$ cat src/etfp_pkg.sv
// ----------------------------------------------------------------------------
// etfp_pkg
// Shared types, formats and constants of the escape-time fractal pixel core.
// ----------------------------------------------------------------------------
package etfp_pkg;

	localparam int MAX_IMAGE_DIM = 4096;
	localparam int IDX_W = $clog2(MAX_IMAGE_DIM);

	localparam int COL_W = 12;
	localparam int PIX_W = 8;
	localparam int THR_W = 11;
	localparam int LIM_W = 8;
	localparam int CFG_IDX_W = 3;
	localparam int CFG_DATA_W = 32;

	localparam int CW = 32;
	localparam int ZW = 40;
	localparam int FRAC = 28;

	localparam logic signed [ZW-1:0] Z_MAX = 40'sh7F_FFFF_FFFF;
	localparam logic signed [ZW-1:0] Z_MIN = 40'sh80_0000_0000;
	localparam logic signed [CW-1:0] C_MAX = 32'sh7FFF_FFFF;
	localparam logic signed [CW-1:0] C_MIN = 32'sh8000_0000;
	localparam logic signed [ZW-1:0] CONST_A = 40'sd244276265;

	localparam logic signed [CW-1:0] X_ORIGIN_RST = -32'sd375809638;
	localparam logic signed [CW-1:0] X_STEP_RST = 32'sd524288;
	localparam logic signed [CW-1:0] Y_ORIGIN_RST = -32'sd295279001;
	localparam logic signed [CW-1:0] Y_STEP_RST = 32'sd629146;
	localparam logic [THR_W-1:0] THRESHOLD_RST = 11'd128;
	localparam logic [LIM_W-1:0] LIMIT_RST = 8'd255;

	typedef enum logic [CFG_IDX_W-1:0] {
		REG_X_ORIGIN = 3'd0,
		REG_X_STEP = 3'd1,
		REG_Y_ORIGIN = 3'd2,
		REG_Y_STEP = 3'd3,
		REG_THRESHOLD = 3'd4,
		REG_LIMIT = 3'd5
	} etfp_reg_t;

	typedef enum logic [2:0] {
		OP_ZR_DR,
		OP_ZI_DI,
		OP_ZR_DI,
		OP_ZI_DR,
		OP_ZR_ZR,
		OP_ZI_ZI
	} etfp_op_t;

	typedef enum logic [3:0] {
		S_IDLE,
		S_PT_X_MUL,
		S_PT_X_ADD,
		S_PT_Y_MUL,
		S_PT_Y_ADD,
		S_TEST,
		S_DIFF,
		S_MUL_ISSUE,
		S_MUL_WAIT,
		S_COMBINE,
		S_SCALE,
		S_CHECK,
		S_EMIT
	} etfp_state_t;

	typedef enum logic [2:0] {
		MP_IDLE,
		MP_LL,
		MP_HL,
		MP_LH,
		MP_HH,
		MP_ACC,
		MP_DONE
	} etfp_mstate_t;

	typedef struct packed {
		logic capture;
		logic pt_mul;
		logic pt_add;
		logic pt_sel_y;
		logic diff;
		logic mul_start;
		etfp_op_t mul_op;
		logic combine;
		logic scale;
		logic advance;
		logic emit;
	} etfp_cmd_t;

	typedef struct packed {
		logic mul_done;
		logic more;
		logic escaped;
		logic out_free;
	} etfp_sts_t;

endpackage

$ cat src/etfp_if.sv
// ----------------------------------------------------------------------------
// etfp_if
// Valid/ready channels of the fractal pixel core: coordinates, pixels, config.
// ----------------------------------------------------------------------------
interface etfp_in_if;
	import etfp_pkg::*;
	logic valid;
	logic ready;
	logic [COL_W-1:0] column;
	logic [COL_W-1:0] row;
	modport source (output valid, output column, output row, input ready);
	modport sink (input valid, input column, input row, output ready);
endinterface

interface etfp_out_if;
	import etfp_pkg::*;
	logic valid;
	logic ready;
	logic [PIX_W-1:0] pixel_value;
	modport source (output valid, output pixel_value, input ready);
	modport sink (input valid, input pixel_value, output ready);
endinterface

interface etfp_cfg_if;
	import etfp_pkg::*;
	logic valid;
	logic ready;
	logic [CFG_IDX_W-1:0] index;
	logic [CFG_DATA_W-1:0] data;
	modport source (output valid, output index, output data, input ready);
	modport sink (input valid, input index, input data, output ready);
endinterface

$ cat src/etfp_qmul.sv
// ----------------------------------------------------------------------------
// etfp_qmul
// Iterative Q11.28 multiplier: one 28x28 partial product per cycle, rounded
// half away from zero, saturated to the Q11.28 range.
// ----------------------------------------------------------------------------
module etfp_qmul (
	input  logic                          clk,
	input  logic                          arst_n,
	input  logic                          start,
	input  logic signed [etfp_pkg::ZW-1:0] a,
	input  logic signed [etfp_pkg::ZW-1:0] b,
	output logic                          done,
	output logic signed [etfp_pkg::ZW-1:0] p
);
	import etfp_pkg::*;

	etfp_mstate_t mst_q, mst_d;
	logic neg_q;
	logic [ZW-1:0] ua_q, ub_q;
	logic [2*FRAC-1:0] prod_s1;
	logic [ZW+1:0] acc_q;
	logic sat_q;
	logic signed [ZW-1:0] p_q;
	logic done_q;

	logic [FRAC-1:0] mx, my;
	logic [2*FRAC-1:0] rnd;
	logic [ZW-1:0] mag;

	always_comb begin
		mst_d = mst_q;
		unique case (mst_q)
			MP_IDLE: if (start) mst_d = MP_LL;
			MP_LL:   mst_d = MP_HL;
			MP_HL:   mst_d = MP_LH;
			MP_LH:   mst_d = MP_HH;
			MP_HH:   mst_d = MP_ACC;
			MP_ACC:  mst_d = MP_DONE;
			MP_DONE: mst_d = MP_IDLE;
			default: mst_d = MP_IDLE;
		endcase
	end

	always_ff @(posedge clk or negedge arst_n) begin
		if (!arst_n) begin
			mst_q <= MP_IDLE;
			done_q <= 1'b0;
		end else begin
			mst_q <= mst_d;
			done_q <= (mst_q == MP_DONE);
		end
	end

	always_comb begin
		mx = (mst_q == MP_HL || mst_q == MP_HH) ? FRAC'(ua_q[ZW-1:FRAC]) : ua_q[FRAC-1:0];
		my = (mst_q == MP_LH || mst_q == MP_HH) ? FRAC'(ub_q[ZW-1:FRAC]) : ub_q[FRAC-1:0];
		rnd = prod_s1 + {1'b1, (FRAC-1)'(0)};
		mag = (sat_q || acc_q > (ZW+2)'(Z_MAX)) ? Z_MAX : acc_q[ZW-1:0];
	end

	always_ff @(posedge clk) begin
		prod_s1 <= mx * my;
		if (mst_q == MP_IDLE && start) begin
			neg_q <= a[ZW-1] ^ b[ZW-1];
			ua_q <= a[ZW-1] ? (~a + 1'b1) : a;
			ub_q <= b[ZW-1] ? (~b + 1'b1) : b;
		end
		unique case (mst_q)
			MP_HL: acc_q <= (ZW+2)'(rnd >> FRAC);
			MP_LH, MP_HH: acc_q <= acc_q + (ZW+2)'(prod_s1);
			MP_ACC: begin
				sat_q <= |prod_s1[2*FRAC-1:ZW-FRAC];
				acc_q <= acc_q + (ZW+2)'({prod_s1[ZW-FRAC-1:0], FRAC'(0)});
			end
			MP_DONE: p_q <= neg_q ? -$signed(mag) : $signed(mag);
			default: ;
		endcase
	end

	assign done = done_q;
	assign p = p_q;

endmodule

$ cat src/etfp_datapath.sv
// ----------------------------------------------------------------------------
// etfp_datapath
// Configuration registers, point mapping, complex orbit registers, escape
// test, step counter and output register of the fractal pixel core.
// ----------------------------------------------------------------------------
module etfp_datapath (
	input  logic                            clk,
	input  logic                            arst_n,
	input  etfp_pkg::etfp_cmd_t             cmd,
	output etfp_pkg::etfp_sts_t             sts,
	input  logic [etfp_pkg::COL_W-1:0]      column,
	input  logic [etfp_pkg::COL_W-1:0]      row,
	etfp_cfg_if.sink                        cfg,
	etfp_out_if.source                      pixel
);
	import etfp_pkg::*;

	localparam int PT_W = IDX_W + CW + 2;

	function automatic logic signed [ZW-1:0] sat_z(input logic signed [ZW+3:0] v);
		if (v > Z_MAX) return Z_MAX;
		else if (v < Z_MIN) return Z_MIN;
		else return v[ZW-1:0];
	endfunction

	logic signed [CW-1:0] x_origin_q, x_step_q, y_origin_q, y_step_q;
	logic [THR_W-1:0] thr_q;
	logic [LIM_W-1:0] lim_q;

	logic [COL_W-1:0] col_q, row_q;
	logic signed [PT_W-1:0] pt_prod_q;
	logic signed [ZW-1:0] zr_q, zi_q, dr_q, di_q;
	logic signed [ZW-1:0] pa_q, pb_q, pc_q, pd_q, sr_q, si_q, mr_q, mi_q;
	etfp_op_t mul_op_q;
	logic [LIM_W-1:0] i_q;
	logic [PIX_W-1:0] pix_q;
	logic out_valid_q;

	logic [IDX_W:0] pt_k;
	logic signed [CW-1:0] pt_step, pt_origin, pt_c;
	logic signed [PT_W-1:0] pt_prod, pt_half;
	logic signed [PT_W:0] pt_sum;
	logic signed [ZW-1:0] mul_a, mul_b, mul_p;
	logic mul_done;
	logic signed [ZW:0] mag2, bound;
	logic [LIM_W-1:0] cnt_min;
	logic [LIM_W:0] cnt_dbl;

	assign cfg.ready = 1'b1;

	always_ff @(posedge clk or negedge arst_n) begin
		if (!arst_n) begin
			x_origin_q <= X_ORIGIN_RST;
			x_step_q <= X_STEP_RST;
			y_origin_q <= Y_ORIGIN_RST;
			y_step_q <= Y_STEP_RST;
			thr_q <= THRESHOLD_RST;
			lim_q <= LIMIT_RST;
		end else if (cfg.valid) begin
			unique case (etfp_reg_t'(cfg.index))
				REG_X_ORIGIN:  x_origin_q <= cfg.data[CW-1:0];
				REG_X_STEP:    x_step_q <= cfg.data[CW-1:0];
				REG_Y_ORIGIN:  y_origin_q <= cfg.data[CW-1:0];
				REG_Y_STEP:    y_step_q <= cfg.data[CW-1:0];
				REG_THRESHOLD: thr_q <= cfg.data[THR_W-1:0];
				REG_LIMIT:     lim_q <= cfg.data[LIM_W-1:0];
				default: ;
			endcase
		end
	end

	always_comb begin
		pt_k = {cmd.pt_sel_y ? row_q[IDX_W-1:0] : col_q[IDX_W-1:0], 1'b1};
		pt_step = cmd.pt_sel_y ? y_step_q : x_step_q;
		pt_origin = cmd.pt_sel_y ? y_origin_q : x_origin_q;
		pt_prod = $signed({1'b0, pt_k}) * pt_step;
		pt_half = pt_prod_q >>> 1;
		pt_sum = (PT_W+1)'(pt_origin) + (PT_W+1)'(pt_half);
		if (pt_sum > C_MAX) pt_c = C_MAX;
		else if (pt_sum < C_MIN) pt_c = C_MIN;
		else pt_c = pt_sum[CW-1:0];
	end

	always_comb begin
		unique case (cmd.mul_op)
			OP_ZR_DR: begin mul_a = zr_q; mul_b = dr_q; end
			OP_ZI_DI: begin mul_a = zi_q; mul_b = di_q; end
			OP_ZR_DI: begin mul_a = zr_q; mul_b = di_q; end
			OP_ZI_DR: begin mul_a = zi_q; mul_b = dr_q; end
			OP_ZR_ZR: begin mul_a = zr_q; mul_b = zr_q; end
			OP_ZI_ZI: begin mul_a = zi_q; mul_b = zi_q; end
			default:  begin mul_a = zr_q; mul_b = zr_q; end
		endcase
	end

	etfp_qmul u_qmul (
		.clk    (clk),
		.arst_n (arst_n),
		.start  (cmd.mul_start),
		.a      (mul_a),
		.b      (mul_b),
		.done   (mul_done),
		.p      (mul_p)
	);

	always_comb begin
		mag2 = (ZW+1)'(sr_q) + (ZW+1)'(si_q);
		bound = $signed({(ZW+1-THR_W-FRAC)'(0), thr_q, FRAC'(0)});
		cnt_min = (i_q < lim_q) ? i_q : lim_q;
		cnt_dbl = {cnt_min, 1'b0};
		sts.mul_done = mul_done;
		sts.more = i_q < lim_q;
		sts.escaped = mag2 > bound;
		sts.out_free = !out_valid_q || pixel.ready;
	end

	always_ff @(posedge clk) begin
		if (cmd.capture) begin
			col_q <= column;
			row_q <= row;
			i_q <= LIM_W'(1);
		end
		if (cmd.advance) i_q <= i_q + LIM_W'(2);
		if (cmd.pt_mul) pt_prod_q <= pt_prod;
		if (cmd.pt_add) begin
			if (cmd.pt_sel_y) zi_q <= ZW'(pt_c);
			else zr_q <= ZW'(pt_c);
		end
		if (cmd.diff) begin
			dr_q <= sat_z((ZW+4)'(CONST_A) - (ZW+4)'(zr_q));
			di_q <= sat_z(-(ZW+4)'(zi_q));
		end
		if (cmd.mul_start) mul_op_q <= cmd.mul_op;
		if (mul_done) begin
			unique case (mul_op_q)
				OP_ZR_DR: pa_q <= mul_p;
				OP_ZI_DI: pb_q <= mul_p;
				OP_ZR_DI: pc_q <= mul_p;
				OP_ZI_DR: pd_q <= mul_p;
				OP_ZR_ZR: sr_q <= mul_p;
				OP_ZI_ZI: si_q <= mul_p;
				default: ;
			endcase
		end
		if (cmd.combine) begin
			mr_q <= sat_z((ZW+4)'(pa_q) - (ZW+4)'(pb_q));
			mi_q <= sat_z((ZW+4)'(pc_q) + (ZW+4)'(pd_q));
		end
		if (cmd.scale) begin
			zr_q <= sat_z((ZW+4)'(mr_q) <<< 2);
			zi_q <= sat_z((ZW+4)'(mi_q) <<< 2);
		end
		if (cmd.emit) pix_q <= cnt_dbl[LIM_W] ? {PIX_W{1'b1}} : PIX_W'(cnt_dbl[LIM_W-1:0]);
	end

	always_ff @(posedge clk or negedge arst_n) begin
		if (!arst_n) out_valid_q <= 1'b0;
		else if (cmd.emit) out_valid_q <= 1'b1;
		else if (pixel.ready) out_valid_q <= 1'b0;
	end

	assign pixel.valid = out_valid_q;
	assign pixel.pixel_value = pix_q;

endmodule

$ cat src/etfp_ctrl.sv
// ----------------------------------------------------------------------------
// etfp_ctrl
// Sequencer of the fractal pixel core: point mapping, orbit steps through the
// shared multiplier, escape test and pixel hand-off.
// ----------------------------------------------------------------------------
module etfp_ctrl (
	input  logic                clk,
	input  logic                arst_n,
	input  logic                in_valid,
	output logic                in_ready,
	input  etfp_pkg::etfp_sts_t sts,
	output etfp_pkg::etfp_cmd_t cmd
);
	import etfp_pkg::*;

	etfp_state_t state_q, state_d;
	etfp_op_t op_q, op_d;

	always_ff @(posedge clk or negedge arst_n) begin
		if (!arst_n) begin
			state_q <= S_IDLE;
			op_q <= OP_ZR_DR;
		end else begin
			state_q <= state_d;
			op_q <= op_d;
		end
	end

	always_comb begin
		state_d = state_q;
		op_d = op_q;
		cmd = '0;
		cmd.mul_op = op_q;
		in_ready = 1'b0;
		unique case (state_q)
			S_IDLE: begin
				in_ready = 1'b1;
				if (in_valid) begin
					cmd.capture = 1'b1;
					state_d = S_PT_X_MUL;
				end
			end
			S_PT_X_MUL: begin
				cmd.pt_mul = 1'b1;
				state_d = S_PT_X_ADD;
			end
			S_PT_X_ADD: begin
				cmd.pt_add = 1'b1;
				state_d = S_PT_Y_MUL;
			end
			S_PT_Y_MUL: begin
				cmd.pt_mul = 1'b1;
				cmd.pt_sel_y = 1'b1;
				state_d = S_PT_Y_ADD;
			end
			S_PT_Y_ADD: begin
				cmd.pt_add = 1'b1;
				cmd.pt_sel_y = 1'b1;
				state_d = S_TEST;
			end
			S_TEST: state_d = sts.more ? S_DIFF : S_EMIT;
			S_DIFF: begin
				cmd.diff = 1'b1;
				op_d = OP_ZR_DR;
				state_d = S_MUL_ISSUE;
			end
			S_MUL_ISSUE: begin
				cmd.mul_start = 1'b1;
				state_d = S_MUL_WAIT;
			end
			S_MUL_WAIT: begin
				if (sts.mul_done) begin
					unique case (op_q)
						OP_ZR_DR: begin op_d = OP_ZI_DI; state_d = S_MUL_ISSUE; end
						OP_ZI_DI: begin op_d = OP_ZR_DI; state_d = S_MUL_ISSUE; end
						OP_ZR_DI: begin op_d = OP_ZI_DR; state_d = S_MUL_ISSUE; end
						OP_ZI_DR: state_d = S_COMBINE;
						OP_ZR_ZR: begin op_d = OP_ZI_ZI; state_d = S_MUL_ISSUE; end
						OP_ZI_ZI: state_d = S_CHECK;
						default:  state_d = S_IDLE;
					endcase
				end
			end
			S_COMBINE: begin
				cmd.combine = 1'b1;
				state_d = S_SCALE;
			end
			S_SCALE: begin
				cmd.scale = 1'b1;
				op_d = OP_ZR_ZR;
				state_d = S_MUL_ISSUE;
			end
			S_CHECK: begin
				if (sts.escaped) begin
					state_d = S_EMIT;
				end else begin
					cmd.advance = 1'b1;
					state_d = S_TEST;
				end
			end
			S_EMIT: begin
				if (sts.out_free) begin
					cmd.emit = 1'b1;
					state_d = S_IDLE;
				end
			end
			default: state_d = S_IDLE;
		endcase
	end

endmodule

$ cat src/escape_time_fractal_pixel_core.sv
// ----------------------------------------------------------------------------
// escape_time_fractal_pixel_core
// Escape-time pixel generator for the complex logistic map z = 4z(0.91 - z).
//
//   channel  dir  payload              beat
//   coord    in   column, row          one pixel request
//   pixel    out  pixel_value          one grey level
//   cfg      in   index, data          one register write
//
// A pixel takes up to 127 orbit steps: each step runs six Q11.28 products through
// one shared 28x28 multiplier, four partial products per product.
// Reset clears the sequencer and the output valid flag and reloads the config.
// A new coord beat is taken while a finished pixel still waits on the output;
// the next pixel waits before hand-off until that one is taken.
// ----------------------------------------------------------------------------
module escape_time_fractal_pixel_core (
	input  logic        clk,
	input  logic        arst_n,
	etfp_cfg_if.sink    cfg,
	etfp_in_if.sink     coord,
	etfp_out_if.source  pixel
);
	import etfp_pkg::*;

	etfp_cmd_t cmd;
	etfp_sts_t sts;
	logic in_ready;

	etfp_ctrl u_ctrl (
		.clk      (clk),
		.arst_n   (arst_n),
		.in_valid (coord.valid),
		.in_ready (in_ready),
		.sts      (sts),
		.cmd      (cmd)
	);

	assign coord.ready = in_ready;

	etfp_datapath u_dp (
		.clk    (clk),
		.arst_n (arst_n),
		.cmd    (cmd),
		.sts    (sts),
		.column (coord.column),
		.row    (coord.row),
		.cfg    (cfg),
		.pixel  (pixel)
	);

endmodule

$ cat src/flat_wrapper.sv
// flat-port wrapper written by rule: the top's interface ports become plain ports
module escape_time_fractal_pixel_core_flat import etfp_pkg::*;
  (clk, arst_n, cfg_valid, cfg_index, cfg_data, cfg_ready, coord_valid, coord_column, coord_row, coord_ready, pixel_valid, pixel_pixel_value, pixel_ready);
  etfp_cfg_if cfg_i ();
  etfp_in_if coord_i ();
  etfp_out_if pixel_i ();
  input  logic clk;
  input  logic arst_n;
  input wire logic [$bits(cfg_i.valid)-1:0] cfg_valid;
  input wire logic [$bits(cfg_i.index)-1:0] cfg_index;
  input wire logic [$bits(cfg_i.data)-1:0] cfg_data;
  output wire logic [$bits(cfg_i.ready)-1:0] cfg_ready;
  input wire logic [$bits(coord_i.valid)-1:0] coord_valid;
  input wire logic [$bits(coord_i.column)-1:0] coord_column;
  input wire logic [$bits(coord_i.row)-1:0] coord_row;
  output wire logic [$bits(coord_i.ready)-1:0] coord_ready;
  output wire logic [$bits(pixel_i.valid)-1:0] pixel_valid;
  output wire logic [$bits(pixel_i.pixel_value)-1:0] pixel_pixel_value;
  input wire logic [$bits(pixel_i.ready)-1:0] pixel_ready;
  assign cfg_i.valid = cfg_valid;
  assign cfg_i.index = cfg_index;
  assign cfg_i.data = cfg_data;
  assign cfg_ready = cfg_i.ready;
  assign coord_i.valid = coord_valid;
  assign coord_i.column = coord_column;
  assign coord_i.row = coord_row;
  assign coord_ready = coord_i.ready;
  assign pixel_valid = pixel_i.valid;
  assign pixel_pixel_value = pixel_i.pixel_value;
  assign pixel_i.ready = pixel_ready;
  escape_time_fractal_pixel_core u_core (.clk(clk), .arst_n(arst_n), .cfg(cfg_i), .coord(coord_i), .pixel(pixel_i));
endmodule
$ cat config.mk
export PLATFORM = sky130hd
export DESIGN_NAME = escape_time_fractal_pixel_core_flat
export DESIGN_NICKNAME = d
export VERILOG_FILES = /design/src/etfp_pkg.sv /design/src/etfp_if.sv /design/src/etfp_qmul.sv /design/src/etfp_datapath.sv /design/src/etfp_ctrl.sv /design/src/escape_time_fractal_pixel_core.sv /design/src/flat_wrapper.sv
export SDC_FILE = /design/constraint.sdc
export NUM_CORES = 2
export LEC_CHECK = 0
export ABC_AREA = 0
export BUFFER_PORTS_ARGS = -buffer_cell sky130_fd_sc_hd__buf_2
export CAP_MARGIN = 20
export CELL_PAD_IN_SITES_DETAIL_PLACEMENT = 1
export CELL_PAD_IN_SITES_GLOBAL_PLACEMENT = 2
export CORE_MARGIN = 1
export CORE_UTILIZATION = 40
export DETAILED_ROUTE_END_ITERATION = 10
export GPL_TIMING_DRIVEN = 1
export PLACE_DENSITY_LB_ADDON = 0.15
export SLEW_MARGIN = 10
export SYNTH_ARGS = -nofsm -noshare
export SYNTH_HDL_FRONTEND = slang
export SYNTH_HIERARCHICAL = 1
export SYNTH_SLANG_ARGS = --single-unit
$ cat constraint.sdc
create_clock -name clk -period 19.24 [get_ports clk]
set_input_delay 2.886 -clock clk [delete_from_list [all_inputs] [get_ports clk]]
set_output_delay 2.886 -clock clk [all_outputs]
set_load 0.005 [all_outputs]
# --- Yosys cells after proc, flatten, opt, wreduce, memory -nomap -nowiden ---
# Index checks and enable logic that the tools add are counted.
classes:
  addsub: 13
  n_mul: 2
  n_div: 0
  order_cmp: 17
  eq_ne: 39
  n_shift: 0
  mux: 60
  n_bitwise: 3
  reduce_logical: 43
ops:
  columns: ["operator", "count"]
  rows:
  - ["40-bit two-way mux", 17]
  - ["32-bit two-way mux", 4]
  - ["42-bit one-hot mux with 3 select lines", 1]
  - ["41-bit by 40-bit greater-than comparator with 1-bit output, second input constant", 3]
  - ["41-bit by 40-bit less-than comparator with 1-bit output, second input constant", 3]
  - ["40-bit one-hot mux with 3 select lines", 1]
  - ["42-bit by 40-bit greater-than comparator with 1-bit output, second input constant", 2]
  - ["42-bit by 40-bit less-than comparator with 1-bit output, second input constant", 2]
  - ["40-bit by 40-bit adder with 41-bit output", 2]
  - ["40-bit by 1-bit adder with 40-bit output, second input constant", 2]
  - ["40-bit inverter", 2]
  - ["39-bit two-way mux", 2]
  - ["56-bit by 28-bit adder with 56-bit output, second input constant", 1]
  - ["28-bit by 28-bit multiplier with 56-bit output", 1]
  - ["28-bit two-way mux", 2]
  - ["4-bit one-hot mux with 12 select lines", 1]
  - ["32-bit by 45-bit adder with 46-bit output", 1]
  - ["46-bit by 32-bit greater-than comparator with 1-bit output, second input constant", 1]
  - ["46-bit by 32-bit less-than comparator with 1-bit output, second input constant", 1]
  - ["14-bit by 32-bit multiplier with 46-bit output", 1]
  - ["44-bit by 40-bit greater-than comparator with 1-bit output, second input constant", 1]
  - ["44-bit by 40-bit less-than comparator with 1-bit output, second input constant", 1]
  - ["40-bit negator with 44-bit output", 1]
  - ["44-bit OR reduction", 1]
  - ["41 further kinds", 123]
word_totals:
  reg_bits: 948
  latch_bits: 0
  mem_bits_rw: 0
  mem_bits_ro: 0
  inputBits: 64
  wordCells: 216
  memories: 0

# --- Logic depth before layout (Yosys ltp) ---
depth:
  depth_word: 11
  depth_mapped: 36
  ltp_nobuf: 32

# --- Cells and area by module ---
# The synthesis kept the hierarchy.
by_module_without_submodules:
  columns: ["mod", "instances", "cells_each", "area_each_um2", "seq_area_each_um2"]
  rows:
  - ["etfp_datapath", 1, 5039, 53243.6, 20799.9]
  - ["etfp_qmul", 1, 4197, 37644.9, 6145.9]
  - ["etfp_ctrl", 1, 83, 654.4, 175.2]

# --- Worst setup path after synthesis ---
# No wires, ideal clock.
synth_path:
  path_type: "reg2reg"
  startpoint: "register u_core.u_ctrl.state_q[3]"
  endpoint: "register u_core.u_dp.u_qmul.mst_q[0]"
  setup_time_ns: 0.117
  arrival_time_ns: 10.118
  t_required_ns: 19.123
  setup_slack_ns: 9.005
  path_stages_with_launch: 6
  n_path_buf: 1
  synth_period_minus_slack_ns: 10.235
  path_cell_list: "dfrtp_1 > buf_4 > nand2b_1 > nor2_1 > nor4b_1 > or2_2"
synth_rtl:
  columns: ["item", "line", "rtl"]
  rows:
  - ["start: declaration", "etfp_ctrl.sv:16", "etfp_state_t state_q, state_d;"]
  - ["start signal: assignment", "etfp_ctrl.sv:24", "state_q <= state_d;"]
  - ["end signal: assignment", "etfp_qmul.sv:49", "mst_q <= mst_d;"]
  - ["end: declaration", "etfp_qmul.sv:17", "etfp_mstate_t mst_q, mst_d;"]

==> results.md <==
- The initial standard-cell utilization of the core is 0.4024.
- In this run, synthesis inferred 731 flip-flops with an integrated enable.
- The global-route wire length before repair is 482.1 mm.
- Counting along the longest clock path gives a buffer depth of 3.
- The worst clock skew is 0.08820 ns.
- The die is 480.4 um tall.
- STA classifies the critical path startpoint as a flip-flop.
- Each instance of the synthesized netlist takes up on average 9.823 um2.
- Post-CTS timing repair inserted 0 buffers for setup.
- For this run, the post-layout net count is 10924.
- The max-slew violation count is 0.
- The worst pin sits at a relative slew slack of 0.1903.
- The initial antenna violation count is 16.
- The final wirelength is 321.3 mm.
- The number of setup violations in the final report is 0.
- The share of synthesized area in the top cell type comes to 0.2398.
- The cell with the most instances after synthesis is sky130_fd_sc_hd__inv_1.
- The final total negative setup slack is 0 ns.
- In the final layout, the registers with the most flip-flops are u_core/u_dp/u_qmul/prod_s1 (56), u_core/u_dp/pt_prod_q (45), u_core/u_dp/u_qmul/acc_q (42).
- The total clock sinks is 946.
- The core occupancy in the finished layout is 0.4352.
- Summing over every cut layer, the via total after detailed routing is 68313.
- When the netlist entered floorplanning its net count stood at 11000.
- The master cell of the clock root buffer is sky130_fd_sc_hd__clkbuf_16.
- The register area share after synthesis is 0.2963.
- In this run, distinct cell masters in the synthesized netlist total 115.
- The pin count of the biggest net entering global routing is 95.
- The clock period could shrink to 10.65 ns.
- Max-cap violations in this run came to 0.
- At the pin with the least slew margin, the transition time is 1.210 ns.
- From synthesis to final layout, the design area changed by 8.150%.
- Input and output buffers added on the ports amount to 73.
- The per-cell via count in the routed design is 5.531.
- Among all flip-flop cells after synthesis, the most frequent one is sky130_fd_sc_hd__edfxtp_1.
- The worst hold path terminates at u_core/u_dp/y_step_q[25]$_DFFE_PN0P_.
- The congestion estimate from routability-driven global placement came to 0.9013.
- The total number of H-tree levels is 3.
- The area of the die is 230800 um2.
- The Yosys warning count is 6.
- The number of hold buffers added after CTS was 0.
- The worst setup path is captured at a flip-flop.
- Clock tree synthesis inserted a total of 107 buffers.
- The peak fanout along the critical path is 54.
- Setup repair after global routing left no endpoint under its margin.
- The first detailed-routing pass ran for 5 iterations.
- The startpoint identified for the worst hold timing path is u_core/u_dp/y_step_q[25]$_DFFE_PN0P_.
- The count of cells resized by post-cts repair is 0.
- The worst hold path stage count is 1.
- After synthesis, the share of flip-flops with an asynchronous set or reset is 0.1681.
- The worst register-to-register path begins at u_core/u_ctrl/state_q[1]$_DFFE_PN0P_.
- For flop-to-flop paths, the worst setup slack is 8.59 ns.
- The worst reg2reg path depth is 27.
- In the synthesized netlist, the cells that appear most often are sky130_fd_sc_hd__inv_1 (1355), sky130_fd_sc_hd__fa_1 (1058), sky130_fd_sc_hd__nor2_1 (1042).
- In the post-synthesis netlist, the biggest area contributors are sky130_fd_sc_hd__edfxtp_1 (24%), sky130_fd_sc_hd__fa_1 (23%), sky130_fd_sc_hd__ha_1 (7.6%).
- The leading area contributor after synthesis is sky130_fd_sc_hd__edfxtp_1.
- Data arrives at the worst endpoint at 11.15 ns.
- Derived from the worst setup path, the maximum achievable clock frequency is 93.89 MHz.
- The total congestion overflow after global routing is 0.
- In the final routed layout, each cell accounts on average for 26.01 um.
- After clock tree synthesis, the clock-pin slew on the worst setup and hold paths is 0.06 ns.
- The critical path is of the reg2reg type.
- TritonCTS built the clock tree.
- STA puts the critical path data required time at 19.74 ns.
- The mapped cell area is 91540 um2.
- The floorplan die width is 480.4 um.
- The number of nets still failing antenna checks after routing is 0.
- The destination of the worst register-to-register timing path is u_core/u_dp/pt_prod_q[39]$_DFFE_PP_.
- The worst min-delay path class is reg2reg.
- Synthesis handed over a netlist of 9319 instances.
- The flow ran to the end, and the final reports show no timing, DRC or antenna violations.
- The register with the most flip-flops in the layout has 56 of them.
- The site row count is 175.
- In this run, synthesis produced a sequential element count of 946.
- The number of hold violations in the final report is 0.
- The count of pins on the block boundary is 75.
- In this run the standard cell core region covers 227500 um2.
- The via count of the first global-routing pass is 73213.
- The detailed placer's ending HPWL is 254.0 mm.
- In this run, the number of DRC markers left after iteration 0 of detailed routing was 4806.
- For the worst-skew pair, the clock arrives at the later sink with an insertion delay of 0.79 ns.
- More flip-flops sit in one register than any other, and that register is u_core/u_dp/u_qmul/prod_s1.
- The final clock period utilization by the worst path is 0.5536.
- The share of layout cells above drive strength 1 is 0.09031.
- Across every metal layer, demand over resource in global routing totals 0.2806.
- For this run, design rule violations remaining after detail routing come to 0.
==> cell families (layout without fill, tap and decap cells) <==
group	after synthesis	count (layout)	synth area share
compound gates	1430	1430	0.1023
xor+xnor	447	447	0.04301
fa+ha+maj	1625	1625	0.3086
buf+inv	1739	1755	0.07280
flops	946	946	0.2963
mux	367	367	0.04391
other cells	1	9	0.00004096
simple gates	2764	2764	0.1331
==> worst max path at each step <==
| stage | slack (ns) | cells past startpoint | end | startpoint |
|---|---|---|---|---|
| CTS | 8.51 | 27 | u_core/u_dp/pt_prod_q[39]$_DFFE_PP_ | u_core/u_ctrl/state_q[1]$_DFFE_PN0P_ |
| global placement | 8.63 | 27 | u_core/u_dp/pt_prod_q[39]$_DFFE_PP_ | u_core/u_ctrl/state_q[1]$_DFFE_PN0P_ |
| detailed placement | 8.56 | 27 | u_core/u_dp/pt_prod_q[39]$_DFFE_PP_ | u_core/u_ctrl/state_q[1]$_DFFE_PN0P_ |
| global route | 7.72 | 27 | u_core/u_dp/pt_prod_q[39]$_DFFE_PP_ | u_core/u_ctrl/state_q[1]$_DFFE_PN0P_ |
| finish | 8.59 | 27 | u_core/u_dp/pt_prod_q[39]$_DFFE_PP_ | u_core/u_ctrl/state_q[1]$_DFFE_PN0P_ |
| floorplan | 9.00 | 5 | u_core/u_dp/u_qmul/mst_q[0]$_DFFE_PN0P_ | u_core/u_ctrl/state_q[3]$_DFFE_PN0P_ |
==> placed cells by master, fill, tap and decap left out, types with 36 or more instances in the layout <==
cell type                   instances
sky130_fd_sc_hd__xor2_1           170
sky130_fd_sc_hd__buf_2             72
sky130_fd_sc_hd__nand2b_1          55
sky130_fd_sc_hd__o22ai_1           42
sky130_fd_sc_hd__nand2_1         1034
sky130_fd_sc_hd__clkbuf_16        111
sky130_fd_sc_hd__a31oi_1           53
sky130_fd_sc_hd__a2bb2oi_1         63
sky130_fd_sc_hd__dfxtp_1           56
sky130_fd_sc_hd__o21a_1            50
sky130_fd_sc_hd__dfrtp_1          102
sky130_fd_sc_hd__nand3_1           98
sky130_fd_sc_hd__nor3_1            87
sky130_fd_sc_hd__a211oi_1          36
sky130_fd_sc_hd__or3_1             40
sky130_fd_sc_hd__o21ai_0          319
sky130_fd_sc_hd__ha_1             559
sky130_fd_sc_hd__mux2_2           277
sky130_fd_sc_hd__a21oi_1          337
sky130_fd_sc_hd__and3_1            46
sky130_fd_sc_hd__and2_1            53
sky130_fd_sc_hd__nor2b_1           50
sky130_fd_sc_hd__fa_1            1058
sky130_fd_sc_hd__o21bai_1          52
sky130_fd_sc_hd__xnor2_1          274
sky130_fd_sc_hd__o31ai_1           46
sky130_fd_sc_hd__nor4_1            42
sky130_fd_sc_hd__mux2i_1           68
sky130_fd_sc_hd__dfstp_2           56
sky130_fd_sc_hd__edfxtp_1         731
sky130_fd_sc_hd__buf_4            107
sky130_fd_sc_hd__inv_1           1355
sky130_fd_sc_hd__nand4_1           62
sky130_fd_sc_hd__a21o_1           168
sky130_fd_sc_hd__nor2_1          1031
==> layout make-up <==
class	count	area (um2)
diodes	8	20.02
clock buffers	140	2930
clock inverters	61	638.1
fillers	25403	128500
inverters	1368	5135
multi-input cells	6634	58100
flip-flops and latches	946	27120
well taps	3009	3765
repair buffers	186	1292
==> stage by stage <==
step	setup WS (ns)	hold WS, ns	std cells	instance area [um2]
floorplan	9.005	0.4671	9319	91540
global placement	8.629	0.4836	12135	95270
detailed placement	8.558	0.4911	12138	95320
CTS	8.508	0.5057	12339	98890
global route	7.721	0.5182	12344	98980
finish	8.589	0.5000	12352	99000
==> critical path: stages, from the launching register on <==
cell	delay [ns]
sky130_fd_sc_hd__dfrtp_1	0.65
sky130_fd_sc_hd__nand2_1	0.19
sky130_fd_sc_hd__nor2_1	0.12
sky130_fd_sc_hd__a21oi_1	0.08
sky130_fd_sc_hd__nor2_4	0.77
sky130_fd_sc_hd__buf_4	0.83
sky130_fd_sc_hd__mux2i_1	0.96
sky130_fd_sc_hd__inv_1	0.42
sky130_fd_sc_hd__nand2_1	0.22
sky130_fd_sc_hd__fa_1	0.44
sky130_fd_sc_hd__fa_1	0.53
sky130_fd_sc_hd__inv_1	0.06
sky130_fd_sc_hd__fa_1	0.46
sky130_fd_sc_hd__fa_1	0.51
sky130_fd_sc_hd__fa_1	0.54
sky130_fd_sc_hd__inv_1	0.05
sky130_fd_sc_hd__fa_1	0.49
sky130_fd_sc_hd__inv_1	0.04
sky130_fd_sc_hd__ha_1	0.40
sky130_fd_sc_hd__nand4_1	0.20
sky130_fd_sc_hd__or3_1	0.38
sky130_fd_sc_hd__a311o_1	0.36
sky130_fd_sc_hd__a21oi_1	0.41
sky130_fd_sc_hd__a2111oi_0	0.24
sky130_fd_sc_hd__o31ai_1	0.44
sky130_fd_sc_hd__and3_1	0.26
sky130_fd_sc_hd__a31oi_1	0.11
sky130_fd_sc_hd__xnor2_1	0.14
==> per-layer routing <==
layer / up-vias / GRT usage / wire length [um]
li1: 30677 / - / -
met1: 35613 / 0.3944 / 146600
met2: 1674 / 0.4585 / 149300
met3: 345 / 0.03441 / 16490
met4: 4 / 0.06918 / 8858
met5: - / 0 / 16
Power is not shown: default switching activity piles up to over one toggle a cycle in this logic, so the estimate is an artifact.
